## src/deq_pkg.sv

```systemverilog
// Shared request codes, word and result types for the double-ended queue.
// No dependencies.
package deq_pkg;

    typedef logic [2:0]         req_t;
    typedef logic signed [31:0] word_t;

    localparam req_t REQ_PUSH_FRONT = 3'd0;
    localparam req_t REQ_PUSH_BACK  = 3'd1;
    localparam req_t REQ_POP_FRONT  = 3'd2;
    localparam req_t REQ_POP_BACK   = 3'd3;
    localparam req_t REQ_SEARCH     = 3'd4;

    typedef struct packed {
        word_t      popped_value;
        logic       found;
        logic       empty_error;
        logic       full_error;
        word_t      front_word;
        word_t      back_word;
        logic [4:0] entry_count;
        logic       is_empty;
    } deq_result_t;

endpackage

```

## src/deq_req_if.sv

```systemverilog
// Request channel of the double-ended queue: valid/ready plus request payload.
// Depends on deq_pkg.
interface deq_req_if;
    import deq_pkg::*;

    logic  valid;
    logic  ready;
    req_t  req_type;
    word_t value;

    modport source (output valid, output req_type, output value, input ready);
    modport sink   (input valid, input req_type, input value, output ready);
endinterface

```

## src/deq_res_if.sv

```systemverilog
// Result channel of the double-ended queue: valid/ready plus result payload.
// Depends on deq_pkg.
interface deq_res_if;
    import deq_pkg::*;

    logic       valid;
    logic       ready;
    word_t      popped_value;
    logic       found;
    logic       empty_error;
    logic       full_error;
    word_t      front_word;
    word_t      back_word;
    logic [4:0] entry_count;
    logic       is_empty;

    modport source (output valid, output popped_value, output found, output empty_error,
                    output full_error, output front_word, output back_word,
                    output entry_count, output is_empty, input ready);
    modport sink   (input valid, input popped_value, input found, input empty_error,
                    input full_error, input front_word, input back_word,
                    input entry_count, input is_empty, output ready);
endinterface

```

## src/deq_ram.sv

```systemverilog
// Generic single-write, single-read RAM with registered read data.
// No dependencies.
module deq_ram #(
    parameter int WIDTH = 32,
    parameter int DEPTH = 16
) (
    input  logic                     clk,
    input  logic                     wr_en,
    input  logic [$clog2(DEPTH)-1:0] wr_addr,
    input  logic [WIDTH-1:0]         wr_data,
    input  logic                     rd_en,
    input  logic [$clog2(DEPTH)-1:0] rd_addr,
    output logic [WIDTH-1:0]         rd_data
);

    logic [WIDTH-1:0] mem [DEPTH];

    always_ff @(posedge clk)
    begin
        if (wr_en)
        begin
            mem[wr_addr] <= wr_data;
        end
        if (rd_en)
        begin
            rd_data <= mem[rd_addr];
        end
    end

endmodule

```

## src/deq_core.sv

```systemverilog
// Sequencer of the double-ended queue: ring front pointer, count, and the
// shared RAM read port and comparator. Depends on deq_pkg and drives deq_ram.
module deq_core #(
    parameter int DEPTH = 16
) (
    input  logic                     clk,
    input  logic                     rst_n,
    input  logic                     req_valid,
    output logic                     req_ready,
    input  deq_pkg::req_t            req_type,
    input  deq_pkg::word_t           req_value,
    output logic                     res_valid,
    input  logic                     res_ready,
    output deq_pkg::deq_result_t     res,
    output logic                     wr_en,
    output logic [$clog2(DEPTH)-1:0] wr_addr,
    output logic [31:0]              wr_data,
    output logic                     rd_en,
    output logic [$clog2(DEPTH)-1:0] rd_addr,
    input  logic [31:0]              rd_data
);
    import deq_pkg::*;

    localparam int AW = $clog2(DEPTH);
    localparam int CW = $clog2(DEPTH + 1);
    localparam int SW = CW + 1;
    localparam logic [SW-1:0] RING_SPAN = SW'(DEPTH);
    localparam logic [AW-1:0] LAST_POS  = AW'(DEPTH - 1);
    localparam logic [CW-1:0] FULL_CNT  = CW'(DEPTH);

    localparam logic [2:0] S_IDLE    = 3'd0;
    localparam logic [2:0] S_EXEC    = 3'd1;
    localparam logic [2:0] S_SEARCH  = 3'd2;
    localparam logic [2:0] S_FRONT   = 3'd3;
    localparam logic [2:0] S_BACK    = 3'd4;
    localparam logic [2:0] S_BACKCAP = 3'd5;
    localparam logic [2:0] S_DONE    = 3'd6;

    function automatic logic [AW-1:0] ring_pos(input logic [AW-1:0] base,
                                               input logic [CW-1:0] offset);
        logic [SW-1:0] sum;
        sum = SW'(base) + SW'(offset);
        if (sum >= RING_SPAN)
        begin
            sum = sum - RING_SPAN;
        end
        return AW'(sum);
    endfunction

    logic [2:0]    state_reg, state_next;
    logic [AW-1:0] front_reg, front_next;
    logic [CW-1:0] count_reg, count_next;
    logic [CW-1:0] idx_reg, idx_next;
    logic          cmp_valid_reg, cmp_valid_next;
    logic          found_reg, found_next;
    logic          empty_err_reg, empty_err_next;
    logic          full_err_reg, full_err_next;
    logic          pop_ok_reg, pop_ok_next;
    req_t          op_reg, op_next;
    word_t         value_reg, value_next;
    word_t         popped_reg, popped_next;
    word_t         front_word_reg, front_word_next;
    word_t         back_word_reg, back_word_next;
    logic [AW-1:0] push_front_pos;
    logic          nonempty;
    logic          hit;

    assign nonempty       = (count_reg != '0);
    assign push_front_pos = (front_reg == '0) ? LAST_POS : front_reg - AW'(1);
    assign hit            = cmp_valid_reg && (rd_data == value_reg);

    always_comb
    begin
        state_next      = state_reg;
        front_next      = front_reg;
        count_next      = count_reg;
        idx_next        = idx_reg;
        cmp_valid_next  = cmp_valid_reg;
        found_next      = found_reg;
        empty_err_next  = empty_err_reg;
        full_err_next   = full_err_reg;
        pop_ok_next     = pop_ok_reg;
        op_next         = op_reg;
        value_next      = value_reg;
        popped_next     = popped_reg;
        front_word_next = front_word_reg;
        back_word_next  = back_word_reg;
        wr_en           = 1'b0;
        wr_addr         = front_reg;
        wr_data         = value_reg;
        rd_en           = 1'b0;
        rd_addr         = front_reg;
        req_ready       = 1'b0;
        res_valid       = 1'b0;

        case (state_reg)
            S_IDLE:
            begin
                req_ready = 1'b1;
                if (req_valid)
                begin
                    op_next        = req_type;
                    value_next     = req_value;
                    found_next     = 1'b0;
                    empty_err_next = 1'b0;
                    full_err_next  = 1'b0;
                    pop_ok_next    = 1'b0;
                    popped_next    = '0;
                    state_next     = S_EXEC;
                end
            end
            S_EXEC:
            begin
                state_next = S_FRONT;
                case (op_reg)
                    REQ_PUSH_FRONT:
                    begin
                        if (count_reg == FULL_CNT)
                        begin
                            full_err_next = 1'b1;
                        end
                        else
                        begin
                            wr_en      = 1'b1;
                            wr_addr    = push_front_pos;
                            front_next = push_front_pos;
                            count_next = count_reg + CW'(1);
                        end
                    end
                    REQ_PUSH_BACK:
                    begin
                        if (count_reg == FULL_CNT)
                        begin
                            full_err_next = 1'b1;
                        end
                        else
                        begin
                            wr_en      = 1'b1;
                            wr_addr    = ring_pos(front_reg, count_reg);
                            count_next = count_reg + CW'(1);
                        end
                    end
                    REQ_POP_FRONT:
                    begin
                        if (!nonempty)
                        begin
                            empty_err_next = 1'b1;
                        end
                        else
                        begin
                            rd_en       = 1'b1;
                            rd_addr     = front_reg;
                            pop_ok_next = 1'b1;
                            front_next  = ring_pos(front_reg, CW'(1));
                            count_next  = count_reg - CW'(1);
                        end
                    end
                    REQ_POP_BACK:
                    begin
                        if (!nonempty)
                        begin
                            empty_err_next = 1'b1;
                        end
                        else
                        begin
                            rd_en       = 1'b1;
                            rd_addr     = ring_pos(front_reg, count_reg - CW'(1));
                            pop_ok_next = 1'b1;
                            count_next  = count_reg - CW'(1);
                        end
                    end
                    REQ_SEARCH:
                    begin
                        if (!nonempty)
                        begin
                            empty_err_next = 1'b1;
                        end
                        else
                        begin
                            idx_next       = '0;
                            cmp_valid_next = 1'b0;
                            state_next     = S_SEARCH;
                        end
                    end
                    default:
                    begin
                    end
                endcase
            end
            S_SEARCH:
            begin
                if (hit)
                begin
                    found_next     = 1'b1;
                    cmp_valid_next = 1'b0;
                    state_next     = S_FRONT;
                end
                else if (idx_reg == count_reg && !cmp_valid_reg)
                begin
                    state_next = S_FRONT;
                end
                else if (idx_reg != count_reg)
                begin
                    rd_en          = 1'b1;
                    rd_addr        = ring_pos(front_reg, idx_reg);
                    idx_next       = idx_reg + CW'(1);
                    cmp_valid_next = 1'b1;
                end
                else
                begin
                    cmp_valid_next = 1'b0;
                end
            end
            S_FRONT:
            begin
                if (pop_ok_reg)
                begin
                    popped_next = rd_data;
                end
                rd_en      = nonempty;
                rd_addr    = front_reg;
                state_next = S_BACK;
            end
            S_BACK:
            begin
                front_word_next = nonempty ? word_t'(rd_data) : '0;
                rd_en           = nonempty;
                rd_addr         = ring_pos(front_reg, count_reg - CW'(1));
                state_next      = S_BACKCAP;
            end
            S_BACKCAP:
            begin
                back_word_next = nonempty ? word_t'(rd_data) : '0;
                state_next     = S_DONE;
            end
            S_DONE:
            begin
                res_valid = 1'b1;
                if (res_ready)
                begin
                    state_next = S_IDLE;
                end
            end
            default:
            begin
                state_next = S_IDLE;
            end
        endcase
    end

    always_ff @(posedge clk or negedge rst_n)
    begin
        if (!rst_n)
        begin
            state_reg     <= S_IDLE;
            front_reg     <= '0;
            count_reg     <= '0;
            idx_reg       <= '0;
            cmp_valid_reg <= 1'b0;
            found_reg     <= 1'b0;
            empty_err_reg <= 1'b0;
            full_err_reg  <= 1'b0;
            pop_ok_reg    <= 1'b0;
        end
        else
        begin
            state_reg     <= state_next;
            front_reg     <= front_next;
            count_reg     <= count_next;
            idx_reg       <= idx_next;
            cmp_valid_reg <= cmp_valid_next;
            found_reg     <= found_next;
            empty_err_reg <= empty_err_next;
            full_err_reg  <= full_err_next;
            pop_ok_reg    <= pop_ok_next;
        end
    end

    always_ff @(posedge clk)
    begin
        op_reg         <= op_next;
        value_reg      <= value_next;
        popped_reg     <= popped_next;
        front_word_reg <= front_word_next;
        back_word_reg  <= back_word_next;
    end

    always_comb
    begin
        res.popped_value = popped_reg;
        res.found        = found_reg;
        res.empty_error  = empty_err_reg;
        res.full_error   = full_err_reg;
        res.front_word   = front_word_reg;
        res.back_word    = back_word_reg;
        res.entry_count  = 5'(count_reg);
        res.is_empty     = !nonempty;
    end

endmodule

```

## src/double_ended_queue_top.sv

```systemverilog
// Double-ended queue of signed 32-bit words in a ring of DEPTH RAM entries.
// Requests are push front, push back, pop front, pop back and search; every
// result also reports front word, back word, count and an empty flag. All
// RAM accesses share one read port and one write port under a sequencer.
// Pushes and pops step through the states execute, front read, back read,
// back capture and done; the result enters the output register in done.
// A search walks the stored entries through the single RAM read port:
// one entry is read and compared per cycle, front to back,
// and the walk stops at the first match. The request channel is ready only
// while the sequencer is idle; a finished result waits in the output
// register while the next request is taken.
module double_ended_queue_top #(
    parameter int DEPTH = 16
) (
    input  logic      clk,
    input  logic      rst_n,
    deq_req_if.sink   req_ch,
    deq_res_if.source res_ch
);
    import deq_pkg::*;

    localparam int AW = $clog2(DEPTH);

    logic          wr_en;
    logic [AW-1:0] wr_addr;
    logic [31:0]   wr_data;
    logic          rd_en;
    logic [AW-1:0] rd_addr;
    logic [31:0]   rd_data;
    logic          core_valid;
    logic          core_ready;
    deq_result_t   core_res;
    logic          out_valid_reg, out_valid_next;
    deq_result_t   out_data_reg;

    deq_ram #(
        .WIDTH (32),
        .DEPTH (DEPTH)
    ) u_ram (
        .clk     (clk),
        .wr_en   (wr_en),
        .wr_addr (wr_addr),
        .wr_data (wr_data),
        .rd_en   (rd_en),
        .rd_addr (rd_addr),
        .rd_data (rd_data)
    );

    deq_core #(
        .DEPTH (DEPTH)
    ) u_core (
        .clk       (clk),
        .rst_n     (rst_n),
        .req_valid (req_ch.valid),
        .req_ready (req_ch.ready),
        .req_type  (req_ch.req_type),
        .req_value (req_ch.value),
        .res_valid (core_valid),
        .res_ready (core_ready),
        .res       (core_res),
        .wr_en     (wr_en),
        .wr_addr   (wr_addr),
        .wr_data   (wr_data),
        .rd_en     (rd_en),
        .rd_addr   (rd_addr),
        .rd_data   (rd_data)
    );

    assign core_ready = !out_valid_reg || res_ch.ready;

    always_comb
    begin
        out_valid_next = out_valid_reg;
        if (core_valid && core_ready)
        begin
            out_valid_next = 1'b1;
        end
        else if (res_ch.ready)
        begin
            out_valid_next = 1'b0;
        end
    end

    always_ff @(posedge clk or negedge rst_n)
    begin
        if (!rst_n)
        begin
            out_valid_reg <= 1'b0;
        end
        else
        begin
            out_valid_reg <= out_valid_next;
        end
    end

    always_ff @(posedge clk)
    begin
        if (core_valid && core_ready)
        begin
            out_data_reg <= core_res;
        end
    end

    assign res_ch.valid        = out_valid_reg;
    assign res_ch.popped_value = out_data_reg.popped_value;
    assign res_ch.found        = out_data_reg.found;
    assign res_ch.empty_error  = out_data_reg.empty_error;
    assign res_ch.full_error   = out_data_reg.full_error;
    assign res_ch.front_word   = out_data_reg.front_word;
    assign res_ch.back_word    = out_data_reg.back_word;
    assign res_ch.entry_count  = out_data_reg.entry_count;
    assign res_ch.is_empty     = out_data_reg.is_empty;

endmodule

```

## src/flat_wrapper.sv

```systemverilog
// flat-port wrapper written by rule: the top's interface ports become plain ports
module double_ended_queue_top_flat import deq_pkg::*;
#(
    parameter int DEPTH = 16
)
  (clk, rst_n, req_ch_valid, req_ch_req_type, req_ch_value, req_ch_ready, res_ch_valid, res_ch_popped_value, res_ch_found, res_ch_empty_error, res_ch_full_error, res_ch_front_word, res_ch_back_word, res_ch_entry_count, res_ch_is_empty, res_ch_ready);
  deq_req_if req_ch_i ();
  deq_res_if res_ch_i ();
  input  logic clk;
  input  logic rst_n;
  input wire logic [$bits(req_ch_i.valid)-1:0] req_ch_valid;
  input wire logic [$bits(req_ch_i.req_type)-1:0] req_ch_req_type;
  input wire logic [$bits(req_ch_i.value)-1:0] req_ch_value;
  output wire logic [$bits(req_ch_i.ready)-1:0] req_ch_ready;
  output wire logic [$bits(res_ch_i.valid)-1:0] res_ch_valid;
  output wire logic [$bits(res_ch_i.popped_value)-1:0] res_ch_popped_value;
  output wire logic [$bits(res_ch_i.found)-1:0] res_ch_found;
  output wire logic [$bits(res_ch_i.empty_error)-1:0] res_ch_empty_error;
  output wire logic [$bits(res_ch_i.full_error)-1:0] res_ch_full_error;
  output wire logic [$bits(res_ch_i.front_word)-1:0] res_ch_front_word;
  output wire logic [$bits(res_ch_i.back_word)-1:0] res_ch_back_word;
  output wire logic [$bits(res_ch_i.entry_count)-1:0] res_ch_entry_count;
  output wire logic [$bits(res_ch_i.is_empty)-1:0] res_ch_is_empty;
  input wire logic [$bits(res_ch_i.ready)-1:0] res_ch_ready;
  assign req_ch_i.valid = req_ch_valid;
  assign req_ch_i.req_type = req_ch_req_type;
  assign req_ch_i.value = req_ch_value;
  assign req_ch_ready = req_ch_i.ready;
  assign res_ch_valid = res_ch_i.valid;
  assign res_ch_popped_value = res_ch_i.popped_value;
  assign res_ch_found = res_ch_i.found;
  assign res_ch_empty_error = res_ch_i.empty_error;
  assign res_ch_full_error = res_ch_i.full_error;
  assign res_ch_front_word = res_ch_i.front_word;
  assign res_ch_back_word = res_ch_i.back_word;
  assign res_ch_entry_count = res_ch_i.entry_count;
  assign res_ch_is_empty = res_ch_i.is_empty;
  assign res_ch_i.ready = res_ch_ready;
  double_ended_queue_top #(.DEPTH(DEPTH)) u_core (.clk(clk), .rst_n(rst_n), .req_ch(req_ch_i), .res_ch(res_ch_i));
endmodule
```

## config.mk

```make
export PLATFORM = sky130hd
export DESIGN_NAME = double_ended_queue_top_flat
export DESIGN_NICKNAME = d
export VERILOG_FILES = /design/src/deq_pkg.sv /design/src/deq_req_if.sv /design/src/deq_res_if.sv /design/src/deq_ram.sv /design/src/deq_core.sv /design/src/double_ended_queue_top.sv /design/src/flat_wrapper.sv
export SDC_FILE = /design/constraint.sdc
export NUM_CORES = 1
export LEC_CHECK = 0
export BUFFER_PORTS_ARGS = -buffer_cell sky130_fd_sc_hd__buf_2
export CAP_MARGIN = 10
export CORE_MARGIN = 4
export CORE_UTILIZATION = 45
export CTS_CLUSTER_SIZE = 40
export DETAILED_ROUTE_END_ITERATION = 16
export GPL_ROUTABILITY_DRIVEN = 0
export PLACE_DENSITY = 0.68
export SLEW_MARGIN = 20
export SYNTH_ARGS = -nofsm -noshare
export SYNTH_HDL_FRONTEND = slang
export SYNTH_SLANG_ARGS = --single-unit
export TNS_END_PERCENT = 5
```

## constraint.sdc

```tcl
create_clock -name clk -period 8.3 [get_ports clk]
set_clock_uncertainty 0.15 [all_clocks]
set_input_delay 0.83 -clock clk [delete_from_list [all_inputs] [get_ports clk]]
set_output_delay 0.83 -clock clk [all_outputs]
set_load 0.03 [all_outputs]
```

# Yosys cells after proc, flatten, opt, wreduce, memory -nomap -nowiden
# Memory sizes are Yosys's and may differ from the RTL's. A register that Yosys moved wholly into a read port is not among the register bits.
# Cells that the tools add are included.
[word_totals]
mem_bits_rw = 512
output_inout_bits = 107
reg_bits = 259
wordCells = 175
memories = 1
input_bits = 39
[op_classes]
reduce_logical = 33
eq_ne = 33
n_lt_le_gt_ge = 4
muxes = 69
add_sub_neg = 12
[mem_list]
columns = ["memory", "words", "word_bits", "rd", "rd_clocked_by_memory_dff", "wr", "line_no", "text"]
rows = [
  ["u_core.u_ram.mem", 16, 32, 1, 1, 1, "deq_ram.sv:16", "logic [WIDTH-1:0] mem [DEPTH];"],
]
[op_table]
columns = ["operator", "count"]
rows = [
  ["32-bit two-way mux", 3],
  ["32-bit case mux with 2 select lines", 1],
  ["4-bit two-way mux", 14],
  ["5-bit two-way mux", 7],
  ["32-bit equality test", 1],
  ["2-bit != test (second input constant)", 15],
  ["1-bit two-way mux", 28],
  ["3-bit case mux with 7 select lines", 1],
  ["5-bit case mux with 2 select lines", 2],
  ["4-bit AND reduction", 5],
  ["4-bit by 1-bit subtractor with 4-bit output (second input constant)", 5],
  ["4-bit by 5-bit adder with 6-bit output", 3],
  ["6-bit by 5-bit greater-or-equal comparator with 1-bit output (second input constant)", 3],
  ["4-bit case mux with 2 select lines", 2],
  ["2-bit nonzero test", 7],
  ["3-bit by 2-bit equality test with 1-bit output (second input constant)", 4],
  ["3-bit equality test (second input constant)", 4],
  ["3-bit two-way mux", 4],
  ["4-bit case mux with 3 select lines", 1],
  ["3-bit AND reduction", 4],
  ["5-bit by 1-bit adder with 5-bit output (second input constant)", 2],
  ["1-bit case mux with 2 select lines", 5],
  ["3-bit by 1-bit equality test with 1-bit output (second input constant)", 2],
  ["3-bit zero test", 2],
  ["18 further kinds", 26],
]

# Longest topological paths before layout
# Gate-level depths: netlist of run 1.
[depth]
ltp_word = 7
depth_mapped = 15
mapped_depth_nobuf = 13

# Cells and area by module
# A second synthesis of run 1 with hierarchy kept.
[hier_totals]
cells_unflattened = 1471
area_unflattened_um2 = 30337.8
[modules_own_cells]
columns = ["module", "area_per_inst_um2", "seq_area_each_um2", "cells_each", "n_inst"]
rows = [
  ["deq_ram", 20174.3, 16335.7, 838, 1],
  ["deq_core", 6956.7, 4484.3, 524, 1],
  ["double_ended_queue_top", 3206.8, 3178.0, 109, 1],
]

# Worst setup path before layout of run 1
# No wires, ideal clock.
[synth_path]
kind = "register to register"
from = "register u_core.u_core.count_reg[0]"
to = "register u_core.u_ram.rd_data[0], read port of u_core.u_ram.mem, enable pin"
setup_ns = 0.472
t_required_ns = 7.678
path_buffers = 2
arrival_time_ns = 3.875
stages_incl_launch_ff = 7
slack_ns = 3.803
period_less_slack_ns = 4.497
cell_sequence = "dfrtp_1 inv_1 ha_1 nor4b_4 clkbuf_1 clkbuf_1 o32ai_1"
[synth_via]
word_cells_on_any_way = 21
classes_between = "add/sub: 3; order compare: 1; eq/ne: 2; mux: 13; reduce/logical: 2"
[synth_lines]
columns = ["element", "line_no", "text"]
rows = [
  ["from (decl)", "deq_core.sv:52", "logic [CW-1:0] count_reg, count_next;"],
  ["from (signal assigned)", "deq_core.sv:269", "count_reg <= count_next;"],
  ["5-bit != test or 5-bit equality test (tied branches)", "deq_core.sv:202, deq_core.sv:198", ""],
  ["1-bit two-way mux or 1-bit logical AND (tied branches)", "deq_core.sv:202, deq_core.sv:198", ""],
  ["1-bit two-way mux", "deq_core.sv:198", "else if (idx_reg == count_reg && !cmp_valid_reg)"],
  ["1-bit two-way mux", "deq_core.sv:192", "if (hit)"],
  ["1-bit case mux with 3 select lines (*)", "deq_core.sv:96", "case (state_reg)"],
  ["named net u_core.rd_en", "double_ended_queue_top.sv:27", "logic rd_en;"],
  ["to (decl)", "deq_ram.sv:13", "output logic [WIDTH-1:0] rd_data"],
]
# Mark *: on every way through the listed nets, which the timed path passes. The rest lies on a longest branch.
# A chain may end at the register's enable or synchronous reset.

# Worst setup path after layout of run 1
[layout_path]
from = "register u_core.u_core.value_reg[21] (netlist: u_core.u_core.wr_data[21])"
to = "register u_core.u_ram.rd_data[0], read port of u_core.u_ram.mem, data pin"
[layout_via]
elab_chain_len = 4
word_cells_on_any_way = 6
classes_between = "eq/ne: 1; mux: 4; reduce/logical: 1"
[layout_rtl]
columns = ["element", "line_no", "text"]
rows = [
  ["from (decl)", "deq_core.sv:60", "word_t value_reg, value_next;"],
  ["from (signal assigned)", "deq_core.sv:282", "value_reg <= value_next;"],
  ["32-bit equality test (*)", "deq_core.sv:70", "assign hit = cmp_valid_reg && (rd_data == value_reg);"],
  ["1-bit logical AND (*)", "deq_core.sv:70", ""],
  ["4-bit two-way mux or 1-bit two-way mux (tied branches)", "deq_core.sv:192", ""],
  ["4-bit case mux with 3 select lines or 1-bit case mux with 3 select lines (tied branches)", "deq_core.sv:96", ""],
]
# Every way passes the cells marked *; elsewhere a longest branch is shown, timed or not.

==> out/qor.yml, run 1 <==
outcome:
  outcome: "finished, final reports clean"
clocking:
  cts_resized: 0
  cts_setup_buffers: 0
  numCtsBuffers: 77
  clk-insertion-delay-late_ns: 0.63
  htreeDepth: 3
  cts_root_buffer: "clkbuf_16"
  cts.reportedPaths.clkPinSlew_ns: 0.07
  cts_buffer_depth: 3
  cts_tree: "done"
  cts_hold_buf: 0
  cts.sink_count: 803
setup_path:
  cp-endpoint: "u_core.u_ram.rd_data[0]"
  startpoint_type: "flip-flop"
  critPathLaunch: "u_core.u_core.wr_data[21]"
  r2r_slack_ns: 3.03
  arrival_ns: 5.54
  critPathKind: "reg2reg"
  path_common_cell: "mux2i_1"
  cp-end-kind: "flip-flop"
  r2r-end: "u_core.u_ram.rd_data[0]"
  path_depth: 10
  rr_worst_depth: 10
  required_ns: 8.57
  cp.buffers_inverters: 1
  crit_fanout: 101
  critPathTopFamily: "compound AO/OA/AOI/OAI gates"
  critical-path-slowest-cell: "o21a_4"
  r2r_start: "u_core.u_core.wr_data[21]"
  slowest_delay_ns: 0.84
  worstPathCellList: "xnor2_1 -> nand4_1 -> nor4_2 -> a31oi_2 -> mux2i_1 -> o21a_4 -> buf_12 -> mux2i_1 -> o2111a_1 -> nor4_1"
grt:
  grt.met1_usage: 0.262
  first_global_vias: 17300
  met3_usage: 0.0400
  grt_max_degree: 102
  antenna_found_initial: 7
  grt-ovfl-total: 0
  top_usage_layer: "met2"
  grt_first_pass_wirelength_um: 108000
  grtUsageTotal: 0.194
  grtUsageMet2: 0.321
finish:
  largest_reg_flops: 512
  regMostFlops: "u_core.u_ram.mem"
  layout_commonest_cell: "edfxtp_1"
  area_delta_synth_final_pct: 14.0
  seq_area_sq_um: 24000
  layout_common_cells: "780 x edfxtp_1, 374 x nand2_1, 166 x nand3_1"
  final_util: 0.521
  final_area_sq_um: 35300
  num-fill-cells: 5423
  drive_gt1_frac: 0.150
  multi_input_area_sq_um: 6670
  layout.nets: 2230
synth:
  synth_edf_count: 780
  syn-num-nets: 2079
  synthFlopType: "edfxtp_1"
  ys_types: 62
  ys_seq_area_frac: 0.774
  async_flop_share: 0.0286
  avgSynthCellArea_sq_um: 15.3
  synth_top_area_share: 0.756
  synth_seq_cells: 803
  synth_top_cell_by_area: "edfxtp_1"
  synthTopCellsByArea: "edfxtp_1 76%, nand2_1 4.5%, nand3_1 2.7%, mux2i_1 2.2%, dfrtp_1 1.9%"
  syn_area_sq_um: 31000
  syn_inst: 2021
  yosys_warnings: 0
power:
  ir_worst_vdd_uv: 471
  power_density_nw_per_um2: 415
  power.leakage_nw: 12.1
floorplanning:
  die_w_um: 270
  rows: 95
  pin_count: 146
  dieArea_sq_um: 73200
  start_util: 0.458
  core_area_sq_um: 67800
  fp.dieH_um: 270
detailed_routing:
  first_pass_iters: 5
  drtAntennaViolNets: 0
  drt_iter0_markers: 1821
  drc: 0
  viasPerCell: 5.69
  totalWireLength_um: 72800
  wl_per_cell_um: 23.4
  vias: 17700
sta:
  tightest_slew_ns: 1.09
  grt_setup_unrepaired: "no"
  fmaxAchievable_mhz: 190
  fin_crit_sh: 0.635
  slew_headroom: 0.276
  final-setup-viol-count: 0
  setup-tns-final_ns: 0
  fin_crit_ns: 5.27
  whs_ns: 0.0414
  hold_violations: 0
  drv_slew: 0
placed_design:
  port_buffers: 145
  dp_hpwl_um: 40100
  placed_area_sq_um: 32800
worst_hold_path:
  hp-class: "in2async"
flow_run:
  max_cap_viol_count: 0
how the worst min path moves through the flow:
stage / to / slack, ns / depth (start not counted)
floorplan: u_core.res_ch.back_word[0] / 0.25 / 0
global placement: u_core.res_ch.popped_value[18] / 0.25 / 0
detailed placement: u_core.res_ch.back_word[25] / 0.25 / 0
CTS: u_core.u_core.state_reg[0] / 0.02 / 1
global route: u_core.u_core.state_reg[0] / 0.07 / 1
finish: u_core.u_core.state_reg[0] / 0.04 / 1
cells in the mapped netlist, drive strengths merged, types with 4 or more instances:
master    n
a21o      6
a21oi    83
a31oi     4
a32o     33
and2     36
and3      8
buf      45
clkbuf   65
dfrtp    23
edfxtp  780
ha       16
inv       9
mux2i    68
nand2   374
nand2b    8
nand3   167
nand4    11
nor2     45
nor2b    36
nor3     10
nor4     34
o2111a   33
o21ai    25
o22ai     4
xnor2    39
xor2     13
layer usage:
metal | part of all wire | wire length (um) | vias to the layer above
met4 | 0.021 | 1530 | 2
met5 | 0.00018 | 13 | -
li1 | - | - | 7915
met1 | 0.41 | 29700 | 8897
met3 | 0.088 | 6440 | 109
met2 | 0.48 | 35100 | 789
cells by family (layout without fill, tap and decap cells):
| logic type | count (synthesis) | in the layout | synth area share |
|---|---|---|---|
| AOI/OAI and AO/OA | 215 | 215 | 0.0508 |
| xor gates and xnor gates | 52 | 52 | 0.0147 |
| adders and majority gates | 19 | 19 | 0.00839 |
| buffers and inverters | 119 | 332 | 0.0178 |
| DFF | 803 | 803 | 0.774 |
| muxes | 70 | 70 | 0.0227 |
| other | 0 | 4 | 0 |
| and+or+nand+nor | 743 | 743 | 0.112 |
final cells by class:
cell class | instances | area share
flip-flops and latches | 803 | 0.679
multi-input cells | 1099 | 0.189
clock buffers | 96 | 0.0574
well taps | 873 | 0.0309
repair buffers | 182 | 0.0293
clock inverters | 45 | 0.0130
inverters | 9 | 0.000956
diodes | 4 | 0.000283
where the power goes:
group,internal [mW],total (mW),switching (mW)
clock,1.97,3.44,1.47
sequential,5.25,5.73,0.488
combinational,1.78,5.48,3.70
total,9.00,14.7,5.65
per-stage QoR:
stage | setup WS (ns) | power [mW] | instances
floorplan | 3.80 | 9.54 | 2021
global placement | 3.17 | 11.1 | 2965
detailed placement | 2.94 | 11.2 | 2965
CTS | 2.91 | 14.7 | 3106
global route | 2.80 | 15.4 | 3107
finish | 3.03 | 14.7 | 3111
Note: power is estimated with default switching activity, not from simulation.
==> run 2: changes to the inputs <==
ABC_AREA = 1   (was not set)
PLACE_DENSITY = 0.71   (was 0.68)
clock period = 4.6 ns   (was 8.3 ns; I/O delays follow)
==> run 2 against run 1 <==
Net effect:
- combinational power rose by 120%
- via count grew 22%
- cell count up 34%
- die area is 9.2% higher
- first-iteration DRC count increased by 25%
- core utilization is essentially flat
- routed wire length rose by 11%
- largest cell class unchanged
==> out/qor.yml, run 2 <==
outcome:
  outcome: "finished, final reports clean"
synth:
  syn_area_sq_um: 33900
  async_flop_share: 0.0286
  avgSynthCellArea_sq_um: 11.6
  ys_top_cells_by_count: "780 x edfxtp_1, 602 x nand3_1, 562 x nand2_1, 481 x inv_1, 107 x nor2_1"
  syn_inst: 2935
  synthFlopType: "edfxtp_1"
  yosysMostFrequentCell: "edfxtp_1"
  ys_seq_area_frac: 0.707
  synth_top_area_share: 0.690
  synth_seq_cells: 803
  synth_edf_count: 780
  syn-num-nets: 2993
  synth_top_cell_by_area: "edfxtp_1"
  synthTopCellsByArea: "edfxtp_1 69%, nand3_1 8.9%, nand2_1 6.2%, inv_1 5.3%, nand3b_1 1.9%"
  ys_types: 39
  yosys_warnings: 0
detailed_routing:
  vias: 21700
  first_pass_iters: 7
  drtAntennaViolNets: 0
  wl_per_cell_um: 19.4
  drt_iter0_markers: 2269
  viasPerCell: 5.21
  drc: 0
  totalWireLength_um: 80600
setup_path:
  worstPathCellList: "inv_1 -> nand2_1 -> nand2_1 -> nor2_1 -> nand2_1 -> nor2_1 -> nand2_1 -> nor2_1 -> nand3_1 -> nand3_4 -> buf_12 -> nand3_1 -> nand3_1 -> nand3_1 -> nand3_1 -> nand2_1"
  cp-end-kind: "flip-flop"
  startpoint_type: "flip-flop"
  critical-path-slowest-cell: "edfxtp_1"
  crit_fanout: 202
  critPathTopFamily: "simple AND/OR/NAND/NOR gates"
  arrival_ns: 4.15
  cp.buffers_inverters: 2
  critPathKind: "reg2reg"
  required_ns: 4.82
  slowest_delay_ns: 0.73
clocking:
  cts_buffer_depth: 3
  cts_resized: 0
  clk-insertion-delay-late_ns: 0.63
  htreeDepth: 3
  cts_setup_buffers: 0
  numCtsBuffers: 80
  cts_hold_buf: 37
  cts_tree: "done"
  cts.reportedPaths.clkPinSlew_ns: 0.06
  cts_root_buffer: "clkbuf_16"
  cts.sink_count: 803
finish:
  final_util: 0.522
  drive_gt1_frac: 0.115
  regMostFlops: "u_core.u_ram.mem"
  layout_commonest_cell: "edfxtp_1"
  layout.nets: 3177
  layout_common_cells: "780 x edfxtp_1, 600 x nand3_1, 560 x nand2_1"
  largest_reg_flops: 512
  antenna_cells: 0
  area_delta_synth_final_pct: 14.6
grt:
  first_global_vias: 21100
  antenna_found_initial: 1
  grt-ovfl-total: 0
  grt_max_degree: 203
  grtUsageTotal: 0.202
  grt_first_pass_wirelength_um: 123000
sta:
  fin_crit_ns: 3.93
  fin_crit_sh: 0.855
  hold_violations: 0
  grt_setup_unrepaired: "no"
  fmaxAchievable_mhz: 254
  drv_slew: 0
  final-setup-viol-count: 0
  slew_headroom: 0.226
  whs_ns: 0.0426
  tightest_slew_ns: 1.16
power:
  clock_power_share: 0.214
  netSwitchingFraction: 0.415
  internal-power_mw: 17.3
  seqPwrFrac: 0.372
  ir_worst_vdd_uv: 910
  power.leakage_nw: 15.8
  switchingPower_mw: 12.3
  power_density_nw_per_um2: 762
  comb_power_share: 0.414
placed_design:
  port_buffers: 145
  dp_hpwl_um: 45700
flow_run:
  max_cap_viol_count: 0
floorplanning:
  dieArea_sq_um: 79900
  core_area_sq_um: 74600
  fp.dieH_um: 283
  die_w_um: 283
  pin_count: 146
  rows: 100
  start_util: 0.455
worst_hold_path:
  hp-class: "in2reg"
-- run 2: cell types whose count changed in the layout (fill, tap and decap cells not counted), sizes merged, moves of 36 or more --
cell	previous run	this run
inv	12	496
nand3	167	605
nand2	374	563
nand3b	1	87
a21oi	83	12
mux2i	68	1
nor2	45	107
dlygate4sd3	0	37
and2	36	0
nor2b	36	0
-- run 2: routing by layer --
metal  global-route usage  wire length, um
met1                0.273            33400
met3               0.0338             6710
met4               0.0647             1970
met5                    0               13
met2                0.338            38500
-- run 2: tightest hold or removal path: stages --
cell	delay [ns]
buf_2	0.09
nor2_1	0.05
a41oi_1	0.16
-- run 2: stage by stage --
stage / total power [mW] / std cells / worst slack [ns] / setup TNS, ns / instance area, sq um
4_1_cts: 29.7 / 4155 / 0.727 / 0 / 38900
3_3_place_gp: 23.0 / 3969 / 0.839 / 0 / 36000
5_1_grt: 31.5 / 4155 / 0.434 / 0 / 38900
2_1_floorplan: 19.7 / 2935 / -0.00966 / -0.0775 / 33900
3_5_place_dp: 23.3 / 3969 / 0.730 / 0 / 36000
6_report: 29.6 / 4155 / 0.668 / 0 / 38900
-- run 2: final timing paths --
check	slack, ns	cells past startpoint	endpoint	from
setup / recovery	0.67	16	u_core.u_ram.rd_data[17]	u_core.u_core.wr_data[23]
hold / removal	0.04	3	u_core.u_core.state_reg[1]	req_ch_valid
setup reg to reg	0.67	16	u_core.u_ram.rd_data[17]	u_core.u_core.wr_data[23]
hold reg to reg	0.27	0	u_core.res_ch.back_word[13]	u_core.u_core.back_word_reg[13]
max in group asynchronous	3.72	2	u_core.u_core.cmp_valid_reg	rst_n
min in group asynchronous	0.22	2	u_core.u_core.idx_reg[4]	rst_n
-- run 2: power groups by stage --
stage / clock network [mW] / logic (mW) / registers [mW]
global route: 6.81 / 13.6 / 11.1
finish: 6.35 / 12.3 / 11.0
global placement: 0 / 11.9 / 11.1
detailed placement: 0 / 12.1 / 11.2
floorplan: 0 / 8.64 / 11.1
CTS: 6.48 / 12.2 / 11.0
-- run 2: kinds of logic (layout without fill, tap and decap cells) --
logic type	after synthesis	in the layout	share of synthesized area
compound gates	71	71	0.0124
xor+xnor	29	29	0.00748
fa+ha+maj	19	19	0.00767
buf+inv	636	887	0.0794
mux	1	1	0.000295
flops	803	803	0.707
simple gates	1376	1376	0.186
-- run 2: area by class of cell --
type,instances,area [sq um]
fill,6245,35700
tap,969,1210
clock inverter,51,450
timing repair buffer,248,1840
clock buffer,98,2100
multi-input combinational,1496,7460
inverter,490,1850
sequential,803,24000
